$ cat src/sv/stl_pkg.sv
// Shared types and constants for the SQL token lexer.
// Holds beat structs, token kind codes, scan modes and the keyword table.
// No dependencies.
package stl_pkg;

  // Defaults for top-level parameters
  localparam int MAX_STMT_BYTES_DEF = 4096;
  localparam int KEYWORD_CHARS_DEF  = 6;

  // Result queue sizing: one input beat pushes at most MAX_RESULTS entries
  localparam int MAX_RESULTS    = 3;
  localparam int RES_FIFO_DEPTH = 8;
  localparam int FIFO_PTR_W     = $clog2(RES_FIFO_DEPTH);

  // Token kind codes
  localparam logic [5:0] KIND_END     = 6'd0;
  localparam logic [5:0] KIND_IDENT   = 6'd1;
  localparam logic [5:0] KIND_NUMBER  = 6'd2;
  localparam logic [5:0] KIND_STRING  = 6'd3;
  localparam logic [5:0] KIND_COMMA   = 6'd4;
  localparam logic [5:0] KIND_LPAREN  = 6'd5;
  localparam logic [5:0] KIND_RPAREN  = 6'd6;
  localparam logic [5:0] KIND_EQ      = 6'd7;
  localparam logic [5:0] KIND_NE      = 6'd8;
  localparam logic [5:0] KIND_LT      = 6'd9;
  localparam logic [5:0] KIND_LE      = 6'd10;
  localparam logic [5:0] KIND_GT      = 6'd11;
  localparam logic [5:0] KIND_GE      = 6'd12;
  localparam logic [5:0] KIND_PLUS    = 6'd13;
  localparam logic [5:0] KIND_MINUS   = 6'd14;
  localparam logic [5:0] KIND_STAR    = 6'd15;
  localparam logic [5:0] KIND_SLASH   = 6'd16;
  localparam int         KIND_KW_BASE = 17;

  // Keyword table: text right-aligned, first character in the top used byte
  localparam int KW_MAX = 6;
  localparam int NUM_KW = 19;

  localparam logic [8*KW_MAX-1:0] KW_TEXT [NUM_KW] = '{
    "SELECT", "FROM", "WHERE", "INNER", "JOIN", "ON", "GROUP", "BY",
    "HAVING", "ORDER", "ASC", "DESC", "LIMIT", "SUM", "COUNT", "AVG",
    "AS", "AND", "OR"
  };

  localparam logic [2:0] KW_LEN [NUM_KW] = '{
    3'd6, 3'd4, 3'd5, 3'd5, 3'd4, 3'd2, 3'd5, 3'd2,
    3'd6, 3'd5, 3'd3, 3'd4, 3'd5, 3'd3, 3'd5, 3'd3,
    3'd2, 3'd3, 3'd2
  };

  typedef enum logic [2:0] {
    MODE_IDLE,
    MODE_WORD,
    MODE_NUM,
    MODE_STR,
    MODE_LT,
    MODE_GT,
    MODE_BANG,
    MODE_ERR
  } mode_t;

  typedef struct packed {
    logic [7:0] byte_in;
    logic       stmt_last;
  } in_beat_t;

  typedef struct packed {
    logic [5:0]  token_kind;
    logic [11:0] token_start;
    logic [12:0] token_len;
    logic        lex_error;
    logic        run_last;
  } res_t;

  // Results of one input beat, in order, each with its own valid bit
  typedef struct packed {
    logic [MAX_RESULTS-1:0]       valid;
    res_t [MAX_RESULTS-1:0]       slot;
  } res_push_t;

  // Map a word (left-aligned text, length 0 when too long) to its kind
  function automatic logic [5:0] kw_kind(input logic [8*KW_MAX-1:0] txt,
                                         input logic [2:0] len);
    logic [5:0] kind;
    kind = KIND_IDENT;
    for (int k = 0; k < NUM_KW; k++) begin
      if (len == KW_LEN[k] &&
          (txt >> (8 * (KW_MAX - int'(KW_LEN[k])))) == KW_TEXT[k]) begin
        kind = 6'(KIND_KW_BASE + k);
      end
    end
    return kind;
  endfunction

endpackage

$ cat src/sv/stl_scan.sv
// Scan state machine of the SQL token lexer: classifies one byte a beat,
// keeps the pending token and emits up to three results. Uses stl_pkg.
module stl_scan
  import stl_pkg::*;
#(
  parameter int MAX_STMT_BYTES = MAX_STMT_BYTES_DEF,
  parameter int KEYWORD_CHARS  = KEYWORD_CHARS_DEF
) (
  input  logic      clk,
  input  logic      rst_n,
  input  logic      fire,
  input  in_beat_t  beat,
  output res_push_t push
);

  localparam int LEN_W = $clog2(MAX_STMT_BYTES + 1);
  localparam int PW    = $clog2(MAX_STMT_BYTES);
  localparam int IW    = $clog2(KEYWORD_CHARS);

  mode_t             mode_r, mode_nxt, mode_mid;
  logic [PW-1:0]     start_r, start_nxt, start_mid;
  logic [LEN_W-1:0]  len_r, len_nxt, len_mid;
  logic [LEN_W-1:0]  pos_r, pos_nxt;
  logic [7:0]        word_buf_r [KEYWORD_CHARS];
  logic [7:0]        word_buf_nxt [KEYWORD_CHARS];

  logic [PW-1:0]         p;
  logic [7:0]            b;
  logic                  last, fresh;
  logic                  is_alpha, is_digit, is_word, is_space;
  logic [8*KW_MAX-1:0]   txt_old, txt_new;
  logic                  va, vb, vc, vd;
  res_t                  ra, rb, rc, rd;
  res_push_t             push_c;

  // Build one result with the fields widened or truncated to port widths
  function automatic res_t mk(input logic [5:0] kind, input logic [PW-1:0] start,
                              input logic [LEN_W-1:0] len, input logic err);
    res_t               r;
    logic [PW+11:0]     s_ext;
    logic [LEN_W+12:0]  l_ext;
    s_ext         = {12'b0, start};
    l_ext         = {13'b0, len};
    r.token_kind  = kind;
    r.token_start = s_ext[11:0];
    r.token_len   = l_ext[12:0];
    r.lex_error   = err;
    r.run_last    = 1'b0;
    return r;
  endfunction

  // Saturating increment of a length or position
  function automatic logic [LEN_W-1:0] sat_inc(input logic [LEN_W-1:0] v);
    logic [LEN_W:0] s;
    s = {1'b0, v} + (LEN_W+1)'(1);
    if (s >= (LEN_W+1)'(MAX_STMT_BYTES)) begin
      return LEN_W'(MAX_STMT_BYTES);
    end
    return s[LEN_W-1:0];
  endfunction

  // Word length as seen by the keyword compare: zero when no keyword fits
  function automatic logic [2:0] kw_len(input logic [LEN_W-1:0] v);
    if (v <= LEN_W'(KW_MAX)) begin
      return v[2:0];
    end
    return 3'd0;
  endfunction

  // Hold scan state; advance only on a consumed beat
  always_ff @(posedge clk) begin
    if (!rst_n) begin
      mode_r  <= MODE_IDLE;
      start_r <= '0;
      len_r   <= '0;
      pos_r   <= '0;
    end else if (fire) begin
      mode_r  <= mode_nxt;
      start_r <= start_nxt;
      len_r   <= len_nxt;
      pos_r   <= pos_nxt;
    end
  end

  // Keep the first bytes of the current word for the keyword compare
  always_ff @(posedge clk) begin
    if (fire) begin
      word_buf_r <= word_buf_nxt;
    end
  end

  // Next state and results for the beat at hand
  always_comb begin
    b    = beat.byte_in;
    last = beat.stmt_last;
    p    = (pos_r >= LEN_W'(MAX_STMT_BYTES)) ? PW'(MAX_STMT_BYTES - 1) : pos_r[PW-1:0];

    is_alpha = (b >= "A" && b <= "Z") || (b >= "a" && b <= "z");
    is_digit = (b >= "0" && b <= "9");
    is_word  = is_alpha || is_digit || (b == "_");
    is_space = (b == " ") || (b >= 8'h09 && b <= 8'h0d);

    for (int i = 0; i < KW_MAX; i++) begin
      txt_old[8*(KW_MAX-1-i) +: 8] = word_buf_r[i];
    end

    mode_mid     = mode_r;
    start_mid    = start_r;
    len_mid      = len_r;
    word_buf_nxt = word_buf_r;
    fresh        = 1'b0;
    va = 1'b0; vb = 1'b0; vc = 1'b0; vd = 1'b0;
    ra = '0;   rb = '0;   rc = '0;   rd = '0;

    // Extend or close the pending token
    case (mode_r)
      MODE_WORD: begin
        if (is_word) begin
          if (len_r < LEN_W'(KEYWORD_CHARS)) begin
            word_buf_nxt[len_r[IW-1:0]] = b;
          end
          len_mid = sat_inc(len_r);
        end else begin
          va    = 1'b1;
          ra    = mk(kw_kind(txt_old, kw_len(len_r)), start_r, len_r, 1'b0);
          fresh = 1'b1;
        end
      end
      MODE_NUM: begin
        if (is_digit) begin
          len_mid = sat_inc(len_r);
        end else begin
          va    = 1'b1;
          ra    = mk(KIND_NUMBER, start_r, len_r, 1'b0);
          fresh = 1'b1;
        end
      end
      MODE_STR: begin
        len_mid = sat_inc(len_r);
        if (b == "'") begin
          va       = 1'b1;
          ra       = mk(KIND_STRING, start_r, len_mid, 1'b0);
          mode_mid = MODE_IDLE;
        end
      end
      MODE_LT, MODE_GT: begin
        va = 1'b1;
        if (b == "=") begin
          ra       = mk((mode_r == MODE_LT) ? KIND_LE : KIND_GE, start_r,
                        LEN_W'(2), 1'b0);
          mode_mid = MODE_IDLE;
        end else begin
          ra    = mk((mode_r == MODE_LT) ? KIND_LT : KIND_GT, start_r,
                     LEN_W'(1), 1'b0);
          fresh = 1'b1;
        end
      end
      MODE_BANG: begin
        mode_mid = MODE_IDLE;
        if (b == "=") begin
          va = 1'b1;
          ra = mk(KIND_NE, start_r, LEN_W'(2), 1'b0);
        end else begin
          fresh = 1'b1;
        end
      end
      MODE_ERR: begin
        // drop everything until the end of the statement
      end
      default: begin
        fresh = 1'b1;
      end
    endcase

    // Start something new with this byte
    if (fresh) begin
      start_mid = p;
      mode_mid  = MODE_IDLE;
      if (!(is_space || b == ";")) begin
        if (is_alpha || b == "_") begin
          mode_mid        = MODE_WORD;
          word_buf_nxt[0] = b;
          len_mid         = LEN_W'(1);
        end else if (is_digit) begin
          mode_mid = MODE_NUM;
          len_mid  = LEN_W'(1);
        end else begin
          vb = 1'b1;
          case (b)
            "'": begin
              vb       = 1'b0;
              mode_mid = MODE_STR;
              len_mid  = LEN_W'(1);
            end
            "<": begin
              vb       = 1'b0;
              mode_mid = MODE_LT;
            end
            ">": begin
              vb       = 1'b0;
              mode_mid = MODE_GT;
            end
            "!": begin
              vb       = 1'b0;
              mode_mid = MODE_BANG;
            end
            ",":     rb = mk(KIND_COMMA,  p, LEN_W'(1), 1'b0);
            "(":     rb = mk(KIND_LPAREN, p, LEN_W'(1), 1'b0);
            ")":     rb = mk(KIND_RPAREN, p, LEN_W'(1), 1'b0);
            "=":     rb = mk(KIND_EQ,     p, LEN_W'(1), 1'b0);
            "+":     rb = mk(KIND_PLUS,   p, LEN_W'(1), 1'b0);
            "-":     rb = mk(KIND_MINUS,  p, LEN_W'(1), 1'b0);
            "*":     rb = mk(KIND_STAR,   p, LEN_W'(1), 1'b0);
            "/":     rb = mk(KIND_SLASH,  p, LEN_W'(1), 1'b0);
            ".":     rb = mk(KIND_IDENT,  p, LEN_W'(1), 1'b0);
            default: begin
              mode_mid = MODE_ERR;
              rb       = mk(KIND_END, p, LEN_W'(1), 1'b1);
            end
          endcase
        end
      end
    end

    for (int i = 0; i < KW_MAX; i++) begin
      txt_new[8*(KW_MAX-1-i) +: 8] = word_buf_nxt[i];
    end

    mode_nxt  = mode_mid;
    start_nxt = start_mid;
    len_nxt   = len_mid;
    pos_nxt   = sat_inc(pos_r);

    // End of statement: flush the pending token, report END, clear state
    if (last) begin
      vc = 1'b1;
      case (mode_mid)
        MODE_STR:  rc = mk(KIND_STRING, start_mid, len_mid, 1'b0);
        MODE_WORD: rc = mk(kw_kind(txt_new, kw_len(len_mid)), start_mid, len_mid, 1'b0);
        MODE_NUM:  rc = mk(KIND_NUMBER, start_mid, len_mid, 1'b0);
        MODE_LT:   rc = mk(KIND_LT, start_mid, LEN_W'(1), 1'b0);
        MODE_GT:   rc = mk(KIND_GT, start_mid, LEN_W'(1), 1'b0);
        default:   vc = 1'b0;
      endcase
      vd        = 1'b1;
      rd        = mk(KIND_END, '0, '0, mode_mid == MODE_ERR);
      mode_nxt  = MODE_IDLE;
      start_nxt = '0;
      len_nxt   = '0;
      pos_nxt   = '0;
    end

    // Pack results in order and flag the last one of this beat
    push_c.valid   = {vd, vb | vc, va};
    push_c.slot[0] = ra;
    push_c.slot[1] = vb ? rb : rc;
    push_c.slot[2] = rd;
    if (vd) begin
      push_c.slot[2].run_last = 1'b1;
    end else if (vb | vc) begin
      push_c.slot[1].run_last = 1'b1;
    end else begin
      push_c.slot[0].run_last = va;
    end
    push = push_c;
  end

endmodule

$ cat src/sv/stl_res_fifo.sv
// Result queue of the SQL token lexer: takes up to three results a cycle
// in order and hands out one result beat at a time. Uses stl_pkg.
module stl_res_fifo
  import stl_pkg::*;
(
  input  logic      clk,
  input  logic      rst_n,
  input  res_push_t push,
  output logic      room,
  output logic      out_valid,
  input  logic      out_ready,
  output res_t      out_data
);

  localparam int CNT_W = FIFO_PTR_W + 1;

  res_t                  mem_r [RES_FIFO_DEPTH];
  logic [FIFO_PTR_W-1:0] wr_ptr_r, rd_ptr_r;
  logic [CNT_W-1:0]      cnt_r;
  logic [FIFO_PTR_W-1:0] idx1, idx2;
  logic [CNT_W-1:0]      push_n;
  logic                  pop;

  // Place each valid result right after the previous valid one
  always_comb begin
    idx1   = wr_ptr_r + FIFO_PTR_W'(push.valid[0]);
    idx2   = idx1 + FIFO_PTR_W'(push.valid[1]);
    push_n = CNT_W'(push.valid[0]) + CNT_W'(push.valid[1]) + CNT_W'(push.valid[2]);
    pop    = out_valid && out_ready;
  end

  assign room      = cnt_r <= CNT_W'(RES_FIFO_DEPTH - MAX_RESULTS);
  assign out_valid = cnt_r != '0;
  assign out_data  = mem_r[rd_ptr_r];

  // Write results
  always_ff @(posedge clk) begin
    if (push.valid[0]) begin
      mem_r[wr_ptr_r] <= push.slot[0];
    end
    if (push.valid[1]) begin
      mem_r[idx1] <= push.slot[1];
    end
    if (push.valid[2]) begin
      mem_r[idx2] <= push.slot[2];
    end
  end

  // Advance pointers and fill count
  always_ff @(posedge clk) begin
    if (!rst_n) begin
      wr_ptr_r <= '0;
      rd_ptr_r <= '0;
      cnt_r    <= '0;
    end else begin
      wr_ptr_r <= wr_ptr_r + push_n[FIFO_PTR_W-1:0];
      rd_ptr_r <= rd_ptr_r + FIFO_PTR_W'(pop);
      cnt_r    <= cnt_r + push_n - CNT_W'(pop);
    end
  end

  a_cnt_bound: assert property (@(posedge clk) disable iff (!rst_n)
    cnt_r <= CNT_W'(RES_FIFO_DEPTH))
    else $error("result queue count beyond depth");

  a_push_room: assert property (@(posedge clk) disable iff (!rst_n)
    (push.valid != '0) |-> room)
    else $error("results pushed without room for a full beat");

  a_pop_only: assert property (@(posedge clk) disable iff (!rst_n)
    (pop && push.valid == '0) |=> (cnt_r == $past(cnt_r) - CNT_W'(1)))
    else $error("result queue count not reduced by a lone pop");

endmodule

$ cat src/sv/sql_token_lexer.sv
// Top level of the SQL token lexer: input register, scan state machine
// and result queue. Uses stl_pkg, stl_scan and stl_res_fifo.
//
// The lexer takes one statement byte per beat and returns tokens (kind,
// start offset, length, error flag, last-of-beat flag) in statement order.
// Bytes are accepted at one per cycle while the eight-entry result queue
// has room for the three results a byte can cause. Each byte waits in
// the input register until the queue has room; its results then go to
// the queue, which hands out one per cycle while out_ready is high, so
// a byte run that yields more than one token per byte is paced by the
// output port. No clearing pass is needed after reset.
module sql_token_lexer
  import stl_pkg::*;
#(
  parameter int MAX_STMT_BYTES = MAX_STMT_BYTES_DEF,
  parameter int KEYWORD_CHARS  = KEYWORD_CHARS_DEF
) (
  input  logic     clk,
  input  logic     rst_n,
  input  logic     in_valid,
  output logic     in_ready,
  input  in_beat_t in_data,
  output logic     out_valid,
  input  logic     out_ready,
  output res_t     out_data
);

  logic      stage_v_r;
  in_beat_t  stage_r;
  logic      fire, room;
  res_push_t push_raw, push_g;

  // Consume the held beat when the queue can take all of its results
  assign fire     = stage_v_r && room;
  assign in_ready = !stage_v_r || fire;

  // Input register
  always_ff @(posedge clk) begin
    if (!rst_n) begin
      stage_v_r <= 1'b0;
    end else if (in_valid && in_ready) begin
      stage_v_r <= 1'b1;
    end else if (fire) begin
      stage_v_r <= 1'b0;
    end
  end

  always_ff @(posedge clk) begin
    if (in_valid && in_ready) begin
      stage_r <= in_data;
    end
  end

  stl_scan #(
    .MAX_STMT_BYTES (MAX_STMT_BYTES),
    .KEYWORD_CHARS  (KEYWORD_CHARS)
  ) u_scan (
    .clk   (clk),
    .rst_n (rst_n),
    .fire  (fire),
    .beat  (stage_r),
    .push  (push_raw)
  );

  // Push results only for a consumed beat
  always_comb begin
    push_g       = push_raw;
    push_g.valid = push_raw.valid & {MAX_RESULTS{fire}};
  end

  stl_res_fifo u_fifo (
    .clk       (clk),
    .rst_n     (rst_n),
    .push      (push_g),
    .room      (room),
    .out_valid (out_valid),
    .out_ready (out_ready),
    .out_data  (out_data)
  );

endmodule
$ cat config.mk
export PLATFORM = sky130hd
export DESIGN_NAME = sql_token_lexer
export DESIGN_NICKNAME = d
export VERILOG_FILES = /design/src/sv/stl_pkg.sv /design/src/sv/stl_scan.sv /design/src/sv/stl_res_fifo.sv /design/src/sv/sql_token_lexer.sv
export SDC_FILE = /design/constraint.sdc
export NUM_CORES = 1
export LEC_CHECK = 0
export ABC_AREA = 1
export BUFFER_PORTS_ARGS = -buffer_cell sky130_fd_sc_hd__buf_2
export CORE_UTILIZATION = 33
export CTS_CLUSTER_SIZE = 12
export DETAILED_ROUTE_END_ITERATION = 10
export RECOVER_POWER = 25
export SLEW_MARGIN = 20
export SYNTH_ARGS = -nofsm -noshare
export SYNTH_HDL_FRONTEND = slang
export SYNTH_SLANG_ARGS = --single-unit
$ cat constraint.sdc
create_clock -name clk -period 12.9 [get_ports clk]
set_clock_uncertainty 0.15 [all_clocks]
set_input_delay 1.29 -clock clk [delete_from_list [all_inputs] [get_ports clk]]
set_output_delay 1.29 -clock clk [all_outputs]
set_load 0.02 [all_outputs]
==> reports/metrics.yaml <==
outcome: "finished, violations left"
violations: "max-capacitance violations, max-slew violations"
crit_required_ns: 12.98
num_vias: 23900
layout_min_cycle_time_ns: 7.93
initial_utilization_pct: 33.5
clock-sinks: 373
drtPass1Iterations: 6
slowest_delay_ns: 2.35
synthTopCellsByArea: "dfxtp_1, nand2_1, edfxtp_1, nor2_1, inv_1"
slew_viol_final: 99
drive_gt1_share_pct: 6.83
viasPerCell: 5.54
min_path_type: "flop to flop"
min_to: "u_fifo.mem_r[7][16]$_SDFFE_PP0P_"
cts_hold_buf: 0
cts_setup_buffers: 0
rsz0062_at_grt: "false"
fill_cells: 7347
cts_resized: 0
rr_endpoint: "u_fifo.mem_r[6][0]$_DFFE_PP_"
cp-end-kind: "flop"
crit_type: "flop to flop"
setup_viol: 0
grt_max_degree: 88
final_util_pct: 36.7
grt_pass1_vias: 21800
cp_max_fo: 57
seq_area_um2: 8200
syn_area_um2: 22600
path_common_cell: "inv_1"
rrSetupSlack_ns: 4.97
crit_path_top_delay_cell: "clkbuf_1"
worst_r2r_path_depth: 14
coreArea_um2: 67500
cts_buffers: 44
cp_cell_sequence: "ha_1 -> inv_1 -> o21ai_0 -> o21ai_0 -> nor2_1 -> clkbuf_1 -> inv_1 -> clkbuf_1 -> nor3_1 -> inv_1 -> nor2_2 -> buf_4 -> inv_1 -> nand2_1"
pin_count: 48
hold_violations: 0
htreeDepth: 2
hp-start: "u_fifo.mem_r[7][16]$_SDFFE_PP0P_"
yosys.area.top_type: "dfxtp_1"
diodes: 0
grt_antenna_before_repair: 0
drtAntennaViolNets: 0
grt_remaining_overflow: 0
seq_area_frac_synth_pct: 36.3
yosysWarnings: 0
syn_nets: 3500
grt_first_pass_wirelength_mm: 133
rr_startpoint: "u_fifo.cnt_r[2]$_SDFF_PN0_"
synth_async_sr_flop_share_pct: 0
setup-tns-final_ns: 0
start_kind: "flop"
powerDensity_nw_per_um2: 160
period_share_pct: 61.4
synth_top_flop_cell: "dfxtp_1"
io_buffers: 47
clk_pin_slew_ns: 0.06
ys_ff_latch: 373
path_buf_inv: 7
die-area_um2: 69500
multi_input_area_um2: 12000
area_growth_pct: 9.66
dpl.hpwl_mm: 61.0
wl_mm: 87.2
power.leakage_nw: 9.75
max_freq_mhz: 126
drv_cap: 2
fin_nets: 3447
synth_cells: 3463
insertion_delay_ns: 0.61
grt_use_total_pct: 24.5
path_delay_family: "buffers and inverters"
drtIter0Drc: 2884
ir_drop_uv: 130
yosys.cell_types.count: 60
tritoncts: "yes"
hold_depth: 2
synth_most_common_cell: "nand2_1"
routedWlPerCell_um: 20.2
arrival_ns: 8.00
worst_pin_slew_ns: 3.27
num_rows: 95
die_h_um: 264
syn_avg_cell_area_um2: 6.53
cts-root-buf: "clkbuf_16"
synth_top_area_share_pct: 26.6
globalplace.congestion: 0.936
max_slew_margin_pct: -118
synth_top_cells_by_count: "nand2_1, nor2_1, inv_1"
cts_max_path_buffers: 3
drcViolationCount: 0
die_w_um: 264
synth_edf_count: 73
registers in the layout, indices dropped and copies added, names as in the netlist, 4 cells and up:
register and flops:
u_scan.txt_old 48, stage_r 9, u_fifo.cnt_r 4, u_scan.start_r 12, u_scan.pos_r 13, u_scan.len_r 13, u_fifo.mem_r 264
tightest hold or removal path, stage by stage (launching register included):
cell     delay (ns)
dfxtp_1        0.32
nand2_1        0.05
o21ai_0        0.05
through the flow:
step | cells | setup WS (ns) | hold WS [ns] | power (mW) | cell area (um^2)
floorplan | 3463 | 7.23 | 0.271 | 2.29 | 22600
global placement | 4236 | 6.67 | 0.284 | 2.68 | 23400
detailed placement | 4236 | 6.61 | 0.288 | 2.69 | 23400
CTS | 4315 | 6.57 | 0.301 | 3.96 | 24900
global route | 4316 | 4.43 | 0.318 | 4.16 | 24800
finish | 4316 | 4.97 | 0.302 | 3.96 | 24800
per-layer routing:
layer / routed length [um] / GRT usage [%]
met1: 38100 / 34.4
met4: 2670 / 8.11
met2: 38300 / 38.1
met3: 8150 / 3.69
met5: 0 / 0
power breakdown:
group / switching, mW / total [mW] / leakage [nW] / internal (mW)
Combinational: 0.903 / 1.23 / 5.92 / 0.329
Clock: 0.546 / 1.28 / 0.705 / 0.733
Sequential: 0.105 / 1.45 / 3.12 / 1.35
Total: 1.55 / 3.96 / 9.75 / 2.41
cell usage in the layout, fill, tap and decap left out, drive strengths merged, types with 5 or more instances in the layout:
cell type | synthesis | final
nand2 | 802 | 802
nor2 | 459 | 459
inv | 427 | 430
o21ai | 339 | 339
dfxtp | 300 | 300
a21oi | 262 | 262
nand3 | 137 | 137
o22ai | 120 | 120
a31oi | 89 | 89
clkbuf | 114 | 76
edfxtp | 73 | 73
buf | 61 | 65
nor3 | 63 | 63
nand4 | 63 | 63
nor4 | 32 | 32
a22oi | 29 | 29
ha | 21 | 21
clkinv | 8 | 15
xor2 | 10 | 10
a211oi | 9 | 9
o211ai | 6 | 6
nand3b | 5 | 5
how the worst max path moves through the flow:
stage | start | end | depth (start not counted)
4_1_cts | stage_r[2]$_DFFE_PP_ | u_fifo.mem_r[7][0]$_DFFE_PP_ | 26
3_5_place_dp | stage_r[2]$_DFFE_PP_ | u_fifo.mem_r[7][0]$_DFFE_PP_ | 26
6_report | u_fifo.cnt_r[2]$_SDFF_PN0_ | u_fifo.mem_r[6][0]$_DFFE_PP_ | 14
2_1_floorplan | u_fifo.cnt_r[2]$_SDFF_PN0_ | u_fifo.mem_r[1][1]$_DFFE_PP_ | 22
3_3_place_gp | stage_r[2]$_DFFE_PP_ | u_fifo.mem_r[0][1]$_DFFE_PP_ | 28
5_1_grt | u_fifo.cnt_r[2]$_SDFF_PN0_ | u_fifo.mem_r[5][11]$_SDFFE_PP0P_ | 15
cell families (layout without fill, tap and decap cells):
logic type	count (synthesis)	after routing	synth area share (%)
buffers and inverters	610	590	10.7
xor gates and xnor gates	13	13	0.504
AOI/OAI and AO/OA	871	871	21.4
and+or+nand+nor	1572	1572	29.7
adders and majority gates	24	24	1.43
DFF	373	373	36.3
final cells by class:
cell class | count | share of cell area [%]
clock inverter | 14 | 0.676
multi-input combinational | 2480 | 48.3
timing repair buffer | 76 | 1.74
inverter | 435 | 6.61
clock buffer | 65 | 5.17
tap | 873 | 4.41
sequential | 373 | 33.1
No activity file was read; power rests on OpenSTA's default activity.
